$ cat config.mk
export PLATFORM = sky130hd
export DESIGN_NAME = led_matrix_scan_driver_flat
export DESIGN_NICKNAME = d
export VERILOG_FILES = /design/src/rtl/lmsd_pkg.sv /design/src/rtl/lmsd_cmd_if.sv /design/src/rtl/lmsd_res_if.sv /design/src/rtl/led_matrix_scan_driver.sv /design/src/rtl/lmsd_ram.sv /design/src/rtl/lmsd_seq.sv /design/src/rtl/lmsd_store.sv /design/src/rtl/lmsd_outq.sv /design/src/flat_wrapper.sv
export SDC_FILE = /design/constraint.sdc
export NUM_CORES = 1
export LEC_CHECK = 0
export BUFFER_PORTS_ARGS = -buffer_cell sky130_fd_sc_hd__buf_2
export CORE_ASPECT_RATIO = 1.4
export CORE_MARGIN = 4
export CORE_UTILIZATION = 60
export CTS_BUF_LIST = sky130_fd_sc_hd__clkbuf_4
export DETAILED_ROUTE_END_ITERATION = 6
export PLACE_DENSITY = 0.77
export SLEW_MARGIN = 20
export SYNTH_ARGS = -nofsm -noshare
export SYNTH_HDL_FRONTEND = slang
export SYNTH_HIERARCHICAL = 1
export SYNTH_SLANG_ARGS = --single-unit
$ cat constraint.sdc
create_clock -name clk -period 14.15 [get_ports clk]
set_input_delay 0 -clock clk [delete_from_list [all_inputs] [get_ports clk]]
set_output_delay 0 -clock clk [all_outputs]
set_load 0.02 [all_outputs]
$ cat src/rtl/lmsd_pkg.sv
package lmsd_pkg;

    localparam int OPCODE_W   = 2;
    localparam int COORD_W    = 4;
    localparam int COLOUR_W   = 3;
    localparam int SEL_W      = 3;
    localparam int DWELL_W    = 16;
    localparam int APB_DATA_W = 32;
    localparam int PADDR_W    = 3;
    localparam int REG_IDX_W  = PADDR_W - 2;
    localparam int OUTQ_DEPTH = 3;
    localparam int OUTQ_PTR_W = 2;

    localparam logic [DWELL_W-1:0]   DWELL_RESET = 16'd2000;
    localparam logic [SEL_W-1:0]     SEL_IDLE    = 3'd7;
    localparam logic [REG_IDX_W-1:0] REG_DWELL   = 1'b0;

    typedef enum logic [OPCODE_W-1:0] {
        OP_TICK    = 2'd0,
        OP_SET_DOT = 2'd1,
        OP_CLEAR   = 2'd2,
        OP_START   = 2'd3
    } op_t;

    typedef enum logic [2:0] {
        PH_IDLE     = 3'd0,
        PH_SELECT   = 3'd1,
        PH_BLANK    = 3'd2,
        PH_SHIFT_HI = 3'd3,
        PH_SHIFT_LO = 3'd4,
        PH_LATCH    = 3'd5,
        PH_UNBLANK  = 3'd6,
        PH_DWELL    = 3'd7
    } phase_t;

    // pin levels decided by the sequencer for one beat; data comes later from the store
    typedef struct packed {
        logic [SEL_W-1:0] row_select_n;
        logic             blank;
        logic             latch;
        logic             shift_clock;
        logic             scanning;
        logic             frame_done;
        logic             load_data;
    } pins_t;

    typedef struct packed {
        logic [SEL_W-1:0] row_select_n;
        logic             blank;
        logic             latch;
        logic             serial_data;
        logic             shift_clock;
        logic             scanning;
        logic             frame_done;
    } result_t;

endpackage

$ cat src/rtl/lmsd_cmd_if.sv
interface lmsd_cmd_if;
    import lmsd_pkg::*;

    logic                valid;
    logic                ready;
    logic [OPCODE_W-1:0] opcode;
    logic [COORD_W-1:0]  dot_column;
    logic [COORD_W-1:0]  dot_row;
    logic [COLOUR_W-1:0] dot_colour;

    modport source (
        output valid,
        output opcode,
        output dot_column,
        output dot_row,
        output dot_colour,
        input  ready
    );

    modport sink (
        input  valid,
        input  opcode,
        input  dot_column,
        input  dot_row,
        input  dot_colour,
        output ready
    );
endinterface

$ cat src/rtl/lmsd_res_if.sv
interface lmsd_res_if;
    import lmsd_pkg::*;

    logic             valid;
    logic             ready;
    logic [SEL_W-1:0] row_select_n;
    logic             blank;
    logic             latch;
    logic             serial_data;
    logic             shift_clock;
    logic             scanning;
    logic             frame_done;

    modport source (
        output valid,
        output row_select_n,
        output blank,
        output latch,
        output serial_data,
        output shift_clock,
        output scanning,
        output frame_done,
        input  ready
    );

    modport sink (
        input  valid,
        input  row_select_n,
        input  blank,
        input  latch,
        input  serial_data,
        input  shift_clock,
        input  scanning,
        input  frame_done,
        output ready
    );
endinterface

$ cat src/rtl/led_matrix_scan_driver.sv
// Channel  Dir  Beat contents
// cmd      in   opcode, dot_column, dot_row, dot_colour
// res      out  row_select_n, blank, latch, serial_data, shift_clock, scanning, frame_done
// apb      in   dwell_ticks at byte address 0
//
// One command beat per cycle while cmd.ready is high; its result beat passes through
// the frame store RAM read stage, then the three-entry result queue.
// Set dot is a read-modify-write of one store line, forwarded to the next beat.
// Reset clears the line valid bits at once, so the store reads as zero with no sweep.
// cmd.ready drops while queued beats plus the one in the store stage fill all three entries.
module led_matrix_scan_driver #(
    parameter int NUM_LINES    = 8,
    parameter int HALF_WIDTH   = 16,
    parameter int BITS_PER_ROW = 96
) (
    input  logic                             clk,
    input  logic                             rst_n,
    lmsd_cmd_if.sink                         cmd,
    lmsd_res_if.source                       res,
    input  logic                             psel,
    input  logic                             penable,
    input  logic                             pwrite,
    input  logic [lmsd_pkg::PADDR_W-1:0]     paddr,
    input  logic [lmsd_pkg::APB_DATA_W-1:0]  pwdata,
    output logic [lmsd_pkg::APB_DATA_W-1:0]  prdata,
    output logic                             pready
);
    import lmsd_pkg::*;

    localparam int LINE_W = $clog2(NUM_LINES);
    localparam int BIT_W  = $clog2(BITS_PER_ROW);

    logic                 accept;
    op_t                  op;
    logic [DWELL_W-1:0]   dwell_reg;
    logic [REG_IDX_W-1:0] reg_idx;
    logic [LINE_W-1:0]    seq_line;
    logic [BIT_W-1:0]     seq_bit;
    pins_t                pins;
    logic                 s1_valid;
    result_t              s1_res;
    result_t              q_data;
    logic                 room;

    assign accept    = cmd.valid && cmd.ready;
    assign cmd.ready = room;
    assign op        = op_t'(cmd.opcode);

    assign reg_idx = paddr[PADDR_W-1:2];
    assign pready  = 1'b1;
    assign prdata  = (reg_idx == REG_DWELL) ? APB_DATA_W'(dwell_reg) : '0;

    always_ff @(posedge clk or negedge rst_n)
    begin
        if (!rst_n)
        begin
            dwell_reg <= DWELL_RESET;
        end
        else if (psel && penable && pwrite && (reg_idx == REG_DWELL))
        begin
            dwell_reg <= pwdata[DWELL_W-1:0];
        end
    end

    lmsd_seq #(
        .NUM_LINES    (NUM_LINES),
        .BITS_PER_ROW (BITS_PER_ROW)
    ) u_seq (
        .clk         (clk),
        .rst_n       (rst_n),
        .accept      (accept),
        .op          (op),
        .dwell_ticks (dwell_reg),
        .line_idx    (seq_line),
        .bit_idx     (seq_bit),
        .pins        (pins)
    );

    lmsd_store #(
        .NUM_LINES    (NUM_LINES),
        .HALF_WIDTH   (HALF_WIDTH),
        .BITS_PER_ROW (BITS_PER_ROW)
    ) u_store (
        .clk        (clk),
        .rst_n      (rst_n),
        .accept     (accept),
        .op         (op),
        .dot_column (cmd.dot_column),
        .dot_row    (cmd.dot_row),
        .dot_colour (cmd.dot_colour),
        .seq_line   (seq_line),
        .seq_bit    (seq_bit),
        .pins       (pins),
        .res_valid  (s1_valid),
        .res        (s1_res)
    );

    lmsd_outq u_outq (
        .clk       (clk),
        .rst_n     (rst_n),
        .push      (s1_valid),
        .push_data (s1_res),
        .pending   (s1_valid),
        .room      (room),
        .out_valid (res.valid),
        .out_ready (res.ready),
        .out_data  (q_data)
    );

    assign res.row_select_n = q_data.row_select_n;
    assign res.blank        = q_data.blank;
    assign res.latch        = q_data.latch;
    assign res.serial_data  = q_data.serial_data;
    assign res.shift_clock  = q_data.shift_clock;
    assign res.scanning     = q_data.scanning;
    assign res.frame_done   = q_data.frame_done;
endmodule

$ cat src/rtl/lmsd_ram.sv
module lmsd_ram #(
    parameter int WIDTH = 96,
    parameter int DEPTH = 8
) (
    input  logic                     clk,
    input  logic                     we,
    input  logic [$clog2(DEPTH)-1:0] waddr,
    input  logic [WIDTH-1:0]         wdata,
    input  logic [$clog2(DEPTH)-1:0] raddr,
    output logic [WIDTH-1:0]         rdata
);
    logic [WIDTH-1:0] mem [DEPTH];
    logic [WIDTH-1:0] rdata_reg;

    always_ff @(posedge clk)
    begin
        if (we)
        begin
            mem[waddr] <= wdata;
        end
        rdata_reg <= mem[raddr];
    end

    assign rdata = rdata_reg;
endmodule

$ cat src/rtl/lmsd_seq.sv
module lmsd_seq #(
    parameter int NUM_LINES    = 8,
    parameter int BITS_PER_ROW = 96
) (
    input  logic                            clk,
    input  logic                            rst_n,
    input  logic                            accept,
    input  lmsd_pkg::op_t                   op,
    input  logic [lmsd_pkg::DWELL_W-1:0]    dwell_ticks,
    output logic [$clog2(NUM_LINES)-1:0]    line_idx,
    output logic [$clog2(BITS_PER_ROW)-1:0] bit_idx,
    output lmsd_pkg::pins_t                 pins
);
    import lmsd_pkg::*;

    localparam int LINE_W = $clog2(NUM_LINES);
    localparam int BIT_W  = $clog2(BITS_PER_ROW);

    phase_t             phase_reg, phase_next;
    logic [LINE_W-1:0]  line_reg, line_next;
    logic [BIT_W-1:0]   bit_reg, bit_next;
    logic [DWELL_W-1:0] dwell_reg, dwell_next;
    logic [SEL_W-1:0]   row_reg, row_next;
    logic               blank_reg, blank_next;
    logic               latch_reg, latch_next;
    logic               clock_reg, clock_next;
    logic               done;
    logic               load;
    logic               last_bit;
    logic               last_line;

    assign last_bit  = (bit_reg == BIT_W'(BITS_PER_ROW - 1));
    assign last_line = (line_reg == LINE_W'(NUM_LINES - 1));

    always_comb
    begin
        phase_next = phase_reg;
        if (accept)
        begin
            case (op)
                OP_TICK:
                begin
                    case (phase_reg)
                        PH_SELECT:   phase_next = PH_BLANK;
                        PH_BLANK:    phase_next = PH_SHIFT_HI;
                        PH_SHIFT_HI: phase_next = PH_SHIFT_LO;
                        PH_SHIFT_LO: phase_next = last_bit ? PH_LATCH : PH_SHIFT_HI;
                        PH_LATCH:    phase_next = PH_UNBLANK;
                        PH_UNBLANK:  phase_next = PH_DWELL;
                        PH_DWELL:
                        begin
                            if (dwell_reg == '0)
                            begin
                                phase_next = last_line ? PH_IDLE : PH_BLANK;
                            end
                        end
                        default:     phase_next = phase_reg;
                    endcase
                end
                OP_START:
                begin
                    if (phase_reg == PH_IDLE)
                    begin
                        phase_next = PH_SELECT;
                    end
                end
                default: phase_next = phase_reg;
            endcase
        end
    end

    always_comb
    begin
        line_next  = line_reg;
        bit_next   = bit_reg;
        dwell_next = dwell_reg;
        row_next   = row_reg;
        blank_next = blank_reg;
        latch_next = latch_reg;
        clock_next = clock_reg;
        done       = 1'b0;
        load       = 1'b0;
        if (accept)
        begin
            case (op)
                OP_TICK:
                begin
                    case (phase_reg)
                        PH_SELECT:
                        begin
                            row_next = ~SEL_W'(line_reg);
                        end
                        PH_BLANK:
                        begin
                            blank_next = 1'b1;
                            bit_next   = '0;
                        end
                        PH_SHIFT_HI:
                        begin
                            clock_next = 1'b1;
                            load       = 1'b1;
                        end
                        PH_SHIFT_LO:
                        begin
                            clock_next = 1'b0;
                            bit_next   = last_bit ? '0 : bit_reg + 1'b1;
                        end
                        PH_LATCH:
                        begin
                            latch_next = 1'b1;
                        end
                        PH_UNBLANK:
                        begin
                            latch_next = 1'b0;
                            blank_next = 1'b0;
                            dwell_next = dwell_ticks;
                        end
                        PH_DWELL:
                        begin
                            if (dwell_reg != '0)
                            begin
                                dwell_next = dwell_reg - 1'b1;
                            end
                            else if (last_line)
                            begin
                                line_next  = '0;
                                row_next   = SEL_IDLE;
                                blank_next = 1'b1;
                                done       = 1'b1;
                            end
                            else
                            begin
                                line_next = line_reg + 1'b1;
                                row_next  = ~SEL_W'(line_reg + 1'b1);
                            end
                        end
                        default:
                        begin
                            done = 1'b0;
                        end
                    endcase
                end
                OP_START:
                begin
                    if (phase_reg == PH_IDLE)
                    begin
                        line_next  = '0;
                        bit_next   = '0;
                        dwell_next = '0;
                    end
                end
                default:
                begin
                    done = 1'b0;
                end
            endcase
        end
    end

    always_ff @(posedge clk or negedge rst_n)
    begin
        if (!rst_n)
        begin
            phase_reg <= PH_IDLE;
            line_reg  <= '0;
            bit_reg   <= '0;
            dwell_reg <= '0;
            row_reg   <= '0;
            blank_reg <= 1'b1;
            latch_reg <= 1'b0;
            clock_reg <= 1'b0;
        end
        else
        begin
            phase_reg <= phase_next;
            line_reg  <= line_next;
            bit_reg   <= bit_next;
            dwell_reg <= dwell_next;
            row_reg   <= row_next;
            blank_reg <= blank_next;
            latch_reg <= latch_next;
            clock_reg <= clock_next;
        end
    end

    assign line_idx = line_reg;
    assign bit_idx  = bit_reg;

    always_comb
    begin
        pins.row_select_n = row_next;
        pins.blank        = blank_next;
        pins.latch        = latch_next;
        pins.shift_clock  = clock_next;
        pins.scanning     = (phase_next != PH_IDLE);
        pins.frame_done   = done;
        pins.load_data    = load;
    end
endmodule

$ cat src/rtl/lmsd_store.sv
module lmsd_store #(
    parameter int NUM_LINES    = 8,
    parameter int HALF_WIDTH   = 16,
    parameter int BITS_PER_ROW = 96
) (
    input  logic                            clk,
    input  logic                            rst_n,
    input  logic                            accept,
    input  lmsd_pkg::op_t                   op,
    input  logic [lmsd_pkg::COORD_W-1:0]    dot_column,
    input  logic [lmsd_pkg::COORD_W-1:0]    dot_row,
    input  logic [lmsd_pkg::COLOUR_W-1:0]   dot_colour,
    input  logic [$clog2(NUM_LINES)-1:0]    seq_line,
    input  logic [$clog2(BITS_PER_ROW)-1:0] seq_bit,
    input  lmsd_pkg::pins_t                 pins,
    output logic                            res_valid,
    output lmsd_pkg::result_t               res
);
    import lmsd_pkg::*;

    localparam int LINE_W = $clog2(NUM_LINES);
    localparam int BIT_W  = $clog2(BITS_PER_ROW);
    localparam int POS_W  = $clog2(5 * HALF_WIDTH + 16 + BITS_PER_ROW);

    logic [COORD_W-2:0]      dot_line;
    logic                    line_ok;
    logic [LINE_W-1:0]       raddr;
    logic [BITS_PER_ROW-1:0] rdata;

    logic                    s1_valid_reg;
    op_t                     s1_op_reg;
    logic [LINE_W-1:0]       s1_line_reg;
    logic [BIT_W-1:0]        s1_bit_reg;
    logic                    s1_ok_reg;
    logic [COORD_W-1:0]      s1_col_reg;
    logic                    s1_odd_reg;
    logic [COLOUR_W-1:0]     s1_colour_reg;
    pins_t                   s1_pins_reg;

    logic [NUM_LINES-1:0]    line_valid_reg;
    logic                    fwd_valid_reg;
    logic [LINE_W-1:0]       fwd_line_reg;
    logic [BITS_PER_ROW-1:0] fwd_data_reg;
    logic                    pin_data_reg;

    logic [BITS_PER_ROW-1:0] base;
    logic [BITS_PER_ROW-1:0] row_new;
    logic [POS_W-1:0]        pos0, pos1, pos2;
    logic                    we;
    logic                    serial;

    assign dot_line = dot_row[COORD_W-1:1];
    assign line_ok  = (int'(dot_line) < NUM_LINES);
    assign raddr    = (op == OP_SET_DOT) ? LINE_W'(dot_line) : seq_line;

    lmsd_ram #(
        .WIDTH (BITS_PER_ROW),
        .DEPTH (NUM_LINES)
    ) u_ram (
        .clk   (clk),
        .we    (we),
        .waddr (s1_line_reg),
        .wdata (row_new),
        .raddr (raddr),
        .rdata (rdata)
    );

    always_ff @(posedge clk or negedge rst_n)
    begin
        if (!rst_n)
        begin
            s1_valid_reg <= 1'b0;
        end
        else
        begin
            s1_valid_reg <= accept;
        end
    end

    always_ff @(posedge clk)
    begin
        if (accept)
        begin
            s1_op_reg     <= op;
            s1_line_reg   <= raddr;
            s1_bit_reg    <= seq_bit;
            s1_ok_reg     <= line_ok;
            s1_col_reg    <= dot_column;
            s1_odd_reg    <= dot_row[0];
            s1_colour_reg <= dot_colour;
            s1_pins_reg   <= pins;
        end
    end

    // a write issued in the cycle the read was taken is not in rdata yet
    always_comb
    begin
        if (fwd_valid_reg && (fwd_line_reg == s1_line_reg))
        begin
            base = fwd_data_reg;
        end
        else if (line_valid_reg[s1_line_reg])
        begin
            base = rdata;
        end
        else
        begin
            base = '0;
        end
    end

    assign pos0 = POS_W'(s1_col_reg) + (s1_odd_reg ? POS_W'(HALF_WIDTH) : '0);
    assign pos1 = pos0 + POS_W'(2 * HALF_WIDTH);
    assign pos2 = pos0 + POS_W'(4 * HALF_WIDTH);

    always_comb
    begin
        row_new = base;
        for (int i = 0; i < BITS_PER_ROW; i++)
        begin
            if (POS_W'(i) == pos0)
            begin
                row_new[i] = s1_colour_reg[1];
            end
            else if (POS_W'(i) == pos1)
            begin
                row_new[i] = s1_colour_reg[2];
            end
            else if (POS_W'(i) == pos2)
            begin
                row_new[i] = s1_colour_reg[0];
            end
        end
    end

    assign we     = s1_valid_reg && (s1_op_reg == OP_SET_DOT) && s1_ok_reg;
    assign serial = s1_pins_reg.load_data ? base[s1_bit_reg] : pin_data_reg;

    always_ff @(posedge clk or negedge rst_n)
    begin
        if (!rst_n)
        begin
            line_valid_reg <= '0;
            fwd_valid_reg  <= 1'b0;
            pin_data_reg   <= 1'b0;
        end
        else
        begin
            fwd_valid_reg <= we;
            if (s1_valid_reg && (s1_op_reg == OP_CLEAR))
            begin
                line_valid_reg <= '0;
            end
            else if (we)
            begin
                line_valid_reg[s1_line_reg] <= 1'b1;
            end
            if (s1_valid_reg && s1_pins_reg.load_data)
            begin
                pin_data_reg <= serial;
            end
        end
    end

    always_ff @(posedge clk)
    begin
        if (we)
        begin
            fwd_line_reg <= s1_line_reg;
            fwd_data_reg <= row_new;
        end
    end

    assign res_valid = s1_valid_reg;

    always_comb
    begin
        res.row_select_n = s1_pins_reg.row_select_n;
        res.blank        = s1_pins_reg.blank;
        res.latch        = s1_pins_reg.latch;
        res.serial_data  = serial;
        res.shift_clock  = s1_pins_reg.shift_clock;
        res.scanning     = s1_pins_reg.scanning;
        res.frame_done   = s1_pins_reg.frame_done;
    end
endmodule

$ cat src/rtl/lmsd_outq.sv
module lmsd_outq (
    input  logic              clk,
    input  logic              rst_n,
    input  logic              push,
    input  lmsd_pkg::result_t push_data,
    input  logic              pending,
    output logic              room,
    output logic              out_valid,
    input  logic              out_ready,
    output lmsd_pkg::result_t out_data
);
    import lmsd_pkg::*;

    result_t               entries_reg [OUTQ_DEPTH];
    logic [OUTQ_PTR_W-1:0] wr_ptr_reg, wr_ptr_next;
    logic [OUTQ_PTR_W-1:0] rd_ptr_reg, rd_ptr_next;
    logic [OUTQ_PTR_W-1:0] count_reg, count_next;
    logic                  pop;

    assign out_valid = (count_reg != '0);
    assign pop       = out_valid && out_ready;
    assign out_data  = entries_reg[rd_ptr_reg];

    // one beat may still be in the store stage, so leave space for it
    assign room = ((OUTQ_PTR_W + 1)'(count_reg) + (OUTQ_PTR_W + 1)'(pending))
                  < (OUTQ_PTR_W + 1)'(OUTQ_DEPTH);

    always_comb
    begin
        wr_ptr_next = wr_ptr_reg;
        rd_ptr_next = rd_ptr_reg;
        count_next  = count_reg;
        if (push)
        begin
            wr_ptr_next = (wr_ptr_reg == OUTQ_PTR_W'(OUTQ_DEPTH - 1)) ? '0 : wr_ptr_reg + 1'b1;
        end
        if (pop)
        begin
            rd_ptr_next = (rd_ptr_reg == OUTQ_PTR_W'(OUTQ_DEPTH - 1)) ? '0 : rd_ptr_reg + 1'b1;
        end
        if (push && !pop)
        begin
            count_next = count_reg + 1'b1;
        end
        else if (pop && !push)
        begin
            count_next = count_reg - 1'b1;
        end
    end

    always_ff @(posedge clk or negedge rst_n)
    begin
        if (!rst_n)
        begin
            wr_ptr_reg <= '0;
            rd_ptr_reg <= '0;
            count_reg  <= '0;
        end
        else
        begin
            wr_ptr_reg <= wr_ptr_next;
            rd_ptr_reg <= rd_ptr_next;
            count_reg  <= count_next;
        end
    end

    always_ff @(posedge clk)
    begin
        if (push)
        begin
            entries_reg[wr_ptr_reg] <= push_data;
        end
    end
endmodule

$ cat src/flat_wrapper.sv
// flat-port wrapper written by rule: the top's interface ports become plain ports
module led_matrix_scan_driver_flat import lmsd_pkg::*;
#(
    parameter int NUM_LINES    = 8,
    parameter int HALF_WIDTH   = 16,
    parameter int BITS_PER_ROW = 96
)
  (clk, rst_n, psel, penable, pwrite, paddr, pwdata, prdata, pready, cmd_valid, cmd_opcode, cmd_dot_column, cmd_dot_row, cmd_dot_colour, cmd_ready, res_valid, res_row_select_n, res_blank, res_latch, res_serial_data, res_shift_clock, res_scanning, res_frame_done, res_ready);
  lmsd_cmd_if cmd_i ();
  lmsd_res_if res_i ();
  input  logic clk;
  input  logic rst_n;
  input  logic psel;
  input  logic penable;
  input  logic pwrite;
  input  logic [lmsd_pkg::PADDR_W-1:0] paddr;
  input  logic [lmsd_pkg::APB_DATA_W-1:0] pwdata;
  output logic [lmsd_pkg::APB_DATA_W-1:0] prdata;
  output logic pready;
  input wire logic [$bits(cmd_i.valid)-1:0] cmd_valid;
  input wire logic [$bits(cmd_i.opcode)-1:0] cmd_opcode;
  input wire logic [$bits(cmd_i.dot_column)-1:0] cmd_dot_column;
  input wire logic [$bits(cmd_i.dot_row)-1:0] cmd_dot_row;
  input wire logic [$bits(cmd_i.dot_colour)-1:0] cmd_dot_colour;
  output wire logic [$bits(cmd_i.ready)-1:0] cmd_ready;
  output wire logic [$bits(res_i.valid)-1:0] res_valid;
  output wire logic [$bits(res_i.row_select_n)-1:0] res_row_select_n;
  output wire logic [$bits(res_i.blank)-1:0] res_blank;
  output wire logic [$bits(res_i.latch)-1:0] res_latch;
  output wire logic [$bits(res_i.serial_data)-1:0] res_serial_data;
  output wire logic [$bits(res_i.shift_clock)-1:0] res_shift_clock;
  output wire logic [$bits(res_i.scanning)-1:0] res_scanning;
  output wire logic [$bits(res_i.frame_done)-1:0] res_frame_done;
  input wire logic [$bits(res_i.ready)-1:0] res_ready;
  assign cmd_i.valid = cmd_valid;
  assign cmd_i.opcode = cmd_opcode;
  assign cmd_i.dot_column = cmd_dot_column;
  assign cmd_i.dot_row = cmd_dot_row;
  assign cmd_i.dot_colour = cmd_dot_colour;
  assign cmd_ready = cmd_i.ready;
  assign res_valid = res_i.valid;
  assign res_row_select_n = res_i.row_select_n;
  assign res_blank = res_i.blank;
  assign res_latch = res_i.latch;
  assign res_serial_data = res_i.serial_data;
  assign res_shift_clock = res_i.shift_clock;
  assign res_scanning = res_i.scanning;
  assign res_frame_done = res_i.frame_done;
  assign res_i.ready = res_ready;
  led_matrix_scan_driver #(.NUM_LINES(NUM_LINES), .HALF_WIDTH(HALF_WIDTH), .BITS_PER_ROW(BITS_PER_ROW)) u_core (.clk(clk), .rst_n(rst_n), .cmd(cmd_i), .res(res_i), .psel(psel), .penable(penable), .pwrite(pwrite), .paddr(paddr), .pwdata(pwdata), .prdata(prdata), .pready(pready));
endmodule
==> results_dict.tcl <==
set metrics [dict create \
    yosys.area.top_type_share 0.632 \
    slew_headroom 0.244 \
    final_antenna_net_count 0 \
    crit_family "compound AO/OA/AOI/OAI gates" \
    syn2layout_area_growth_pct 11.2 \
    muxShareOfSynthArea 0.141 \
    drv_slew 0 \
    path_max_fanout 55 \
    dp_hpwl_um 55400 \
    synthTopCellsByArea "edfxtp_1 63%, mux4_2 10%, dfxtp_1 4.4%" \
    synth_compound_gate_area_share 0.0612 \
    synth-adder-area-share 0.00257 \
    min_period_over_period 0.323 \
    nNetsFinal 2868 \
    critPathBufInv 2 \
    required_ns 14.89 \
    fmax_mhz 219 \
    rows 117 \
    synth-seq-cells 1087 \
    avgSynthCellArea_um2 17.2 \
    failed_checks "DRC" \
    synth_area_um2 43800 \
    synth_top_area_cell "edfxtp_1" \
    numPortBuffers 63 \
    timing.rr.start "u_core/u_store/s1_line_reg[0]$_DFFE_PP_" \
    synthSimpleGateAreaFrac 0.0531 \
    cts_sinks 1087 \
    vias 25562 \
    crit_path_end_kind "register" \
    die-area_um2 77500 \
    cp-startpoint "u_core/u_store/s1_line_reg[0]$_DFFE_PP_" \
    die_w_um 236 \
    gp_congestion 0.877 \
    largest_reg_flops 768 \
    async_reset_ff_frac 0.0626 \
    cts-root-buf "clkbuf_4" \
    grt_pass1_wl_um 157000 \
    crit_type "reg -> reg" \
    drt-met1-wl_um 35200 \
    synth_cell_types 85 \
    powerDensity_nw_per_um2 198 \
    initial_core_util 0.604 \
    cts-htree-levels 4 \
    clkTransAtPathRegs_ns 0.07 \
    clock_skew_ns 0.0819 \
    top_layer_used "met4" \
    critPathMaxStageDelay_ns 0.76 \
    numCtsBuffers 230 \
    overflow 0 \
    clk_latency_ns 1.08 \
    drt_first_pass_iters 7 \
    cts_tree "done" \
    wl_per_cell_um 26.0 \
    rsz0062_at_grt "no" \
    hold_viol 0 \
    crit_path_cell_trace "xnor2_1 > nand4_1 > buf_4 > o31a_4 > buf_4 > a221oi_1 > a31o_2 > o31ai_1 > nand4_1 > a41oi_1" \
    synth_xor_area_frac 0.00240 \
    grt_pass1_vias 26728 \
    p_leak_nw 16.6 \
    finalWirelength_um 103000 \
    drt-initial-drc-count 2983 \
    finalCriticalPeriod_ns 4.57 \
    min_from "cmd_valid" \
    tightest_slew_ns 1.13 \
    dieHeight_um 328 \
    seq_area_frac_synth 0.715 \
    ys_warn_count 6 \
    maxCapViolCount 0 \
    synth_top_family_by_area "multiplexers" \
    synthCells 2548 \
    wl_met3_um 9900 \
    crit_arrival_ns 5.31 \
    viasPerCell 6.45 \
    drc 2 \
    track_usage 0.268 \
    synthFlopType "edfxtp_1" \
    fin_tns_setup_ns 0 \
    crit_path_top_delay_cell "edfxtp_1" \
    io_pins 99 \
    drive_gt1_frac 0.279 \
    grt_antenna_before_repair 1 \
    grt_max_degree 90 \
    wl_met2_um 52900 \
    min_path_type "in -> reg" \
    status "finished, violations left" \
    core_area_um2 72600 \
    synth_edf_count 923 \
    peakVddDrop_v 0.000314 \
    cp-start-kind "register" \
    final_util 0.672 \
    cts_buffer_depth 3 \
    setup_viol 0 \
]
## worst paths after layout
check	cells past startpoint	slack, ns	to
worst max-delay path	10	9.58	u_core/u_outq/entries_reg[0][3]$_DFFE_PP_
min in group asynchronous	4	0.32	u_core/u_outq/wr_ptr_reg[0]$_DFFE_PN0P_
max in group asynchronous	4	13.18	u_core/u_seq/dwell_reg[15]$_DFFE_PN0P_
worst min register to register	0	0.49	u_core/u_store/s1_bit_reg[6]$_DFFE_PP_
worst min-delay path	4	0.16	u_core/u_store/res_valid$_DFF_PN0_
worst max register to register	10	9.58	u_core/u_outq/entries_reg[0][3]$_DFFE_PP_
## final cells by class
| type | instances | area, um^2 |
|---|---|---|
| clock inverter | 94 | 552 |
| sequential | 1087 | 31300 |
| tap | 952 | 1190 |
| antenna | 1 | 2.50 |
| inverter | 19 | 71.3 |
| timing repair buffer | 187 | 1450 |
| fill | 4739 | 23900 |
| multi-input combinational | 1279 | 11600 |
| clock buffer | 343 | 2570 |
## tightest hold or removal path: stages
cell           delay [ns]
dlygate4sd3_1        0.53
buf_2                0.12
and2_1               0.15
buf_4                0.26
## cell usage in the layout, fill, tap and decap left out, types with 17 or more instances in the layout
cell	synthesis	routed
clkinv_1	2	66
conb_1	2	17
a31oi_1	44	44
a21oi_1	110	110
nand3_1	52	52
mux2i_1	27	27
dlygate4sd3_1	0	80
dfrtp_1	61	61
clkinv_2	0	19
o21ai_0	75	74
and3_1	20	20
nand2_1	114	114
nor2_1	139	133
dfxtp_1	96	96
clkbuf_4	1	343
buf_4	34	44
nor3_1	41	39
inv_1	17	17
mux4_2	198	198
mux2_2	115	112
nand2b_1	18	17
a22oi_1	48	48
nor2b_1	20	20
buf_2	27	63
edfxtp_1	923	923
## logic make-up after synthesis
| logic type | Yosys count |
|---|---|
| buffers and inverters | 197 |
| multiplexers | 350 |
| AO/OA/AOI/OAI | 414 |
| AND/OR/NAND/NOR | 477 |
| flip-flops | 1087 |
| XOR/XNOR | 12 |
| adder cells (fa/ha/maj) | 9 |
| other | 2 |
## layer usage
layer  vias up  track usage
li1      10825            -
met1     12723        0.329
met2      1680        0.451
met3       334       0.0622
met4         0        0.132
met5         -            0
## report_power, final
part / switching (mW) / internal, mW
Clock: 1.17 / 1.23
Combinational: 1.64 / 1.01
Sequential: 0.319 / 4.28
## synth_stat cells, types with 6 or more instances
cell type  instances
buf_6             24
mux2_2           115
edfxtp_1         923
dfxtp_1           96
and2_1            10
o22ai_1           16
a21oi_1          110
a221o_1           12
buf_1             22
a31oi_1           44
nand2b_1          18
buf_2             27
a22oi_1           48
nor3_1            41
and2b_1            6
a211oi_1          13
dfrtp_1           61
o31ai_1           13
a221oi_1          16
clkbuf_1          70
ha_1               9
and3_1            20
nor2_1           139
o211ai_1           7
dfstp_2            7
nand3_1           52
xor2_1             7
nor2b_1           20
nand4_1           13
nand2_1          114
buf_4             34
o21ai_0           75
o21ai_1           12
mux2i_1           27
nor3b_1            7
inv_1             17
mux4_2           198
or3_1              8
mux2_4            10
## what timing repair did
| action | 4_1_cts | 5_1_grt |
|---|---|---|
| hold buffers | 80 | 0 |
| setup buffers | 0 | 0 |
| gates resized for setup | 0 | 0 |
| hold endpoints to repair | 201 | 0 |
## through the flow
step	instances	hold WS (ns)	setup slack, ns	instance area [um^2]	total power, mW
2_1_floorplan	2563	-0.296	3.62	43900	6.44
3_3_place_gp	3444	0.182	9.84	44800	7.09
3_5_place_dp	3444	0.178	9.71	44800	7.22
4_1_cts	3961	0.0164	9.68	48800	9.64
5_1_grt	3962	0.0971	9.29	48800	10.1
6_report	3962	0.157	9.58	48800	9.65
No activity file was read; power rests on OpenSTA's default activity.
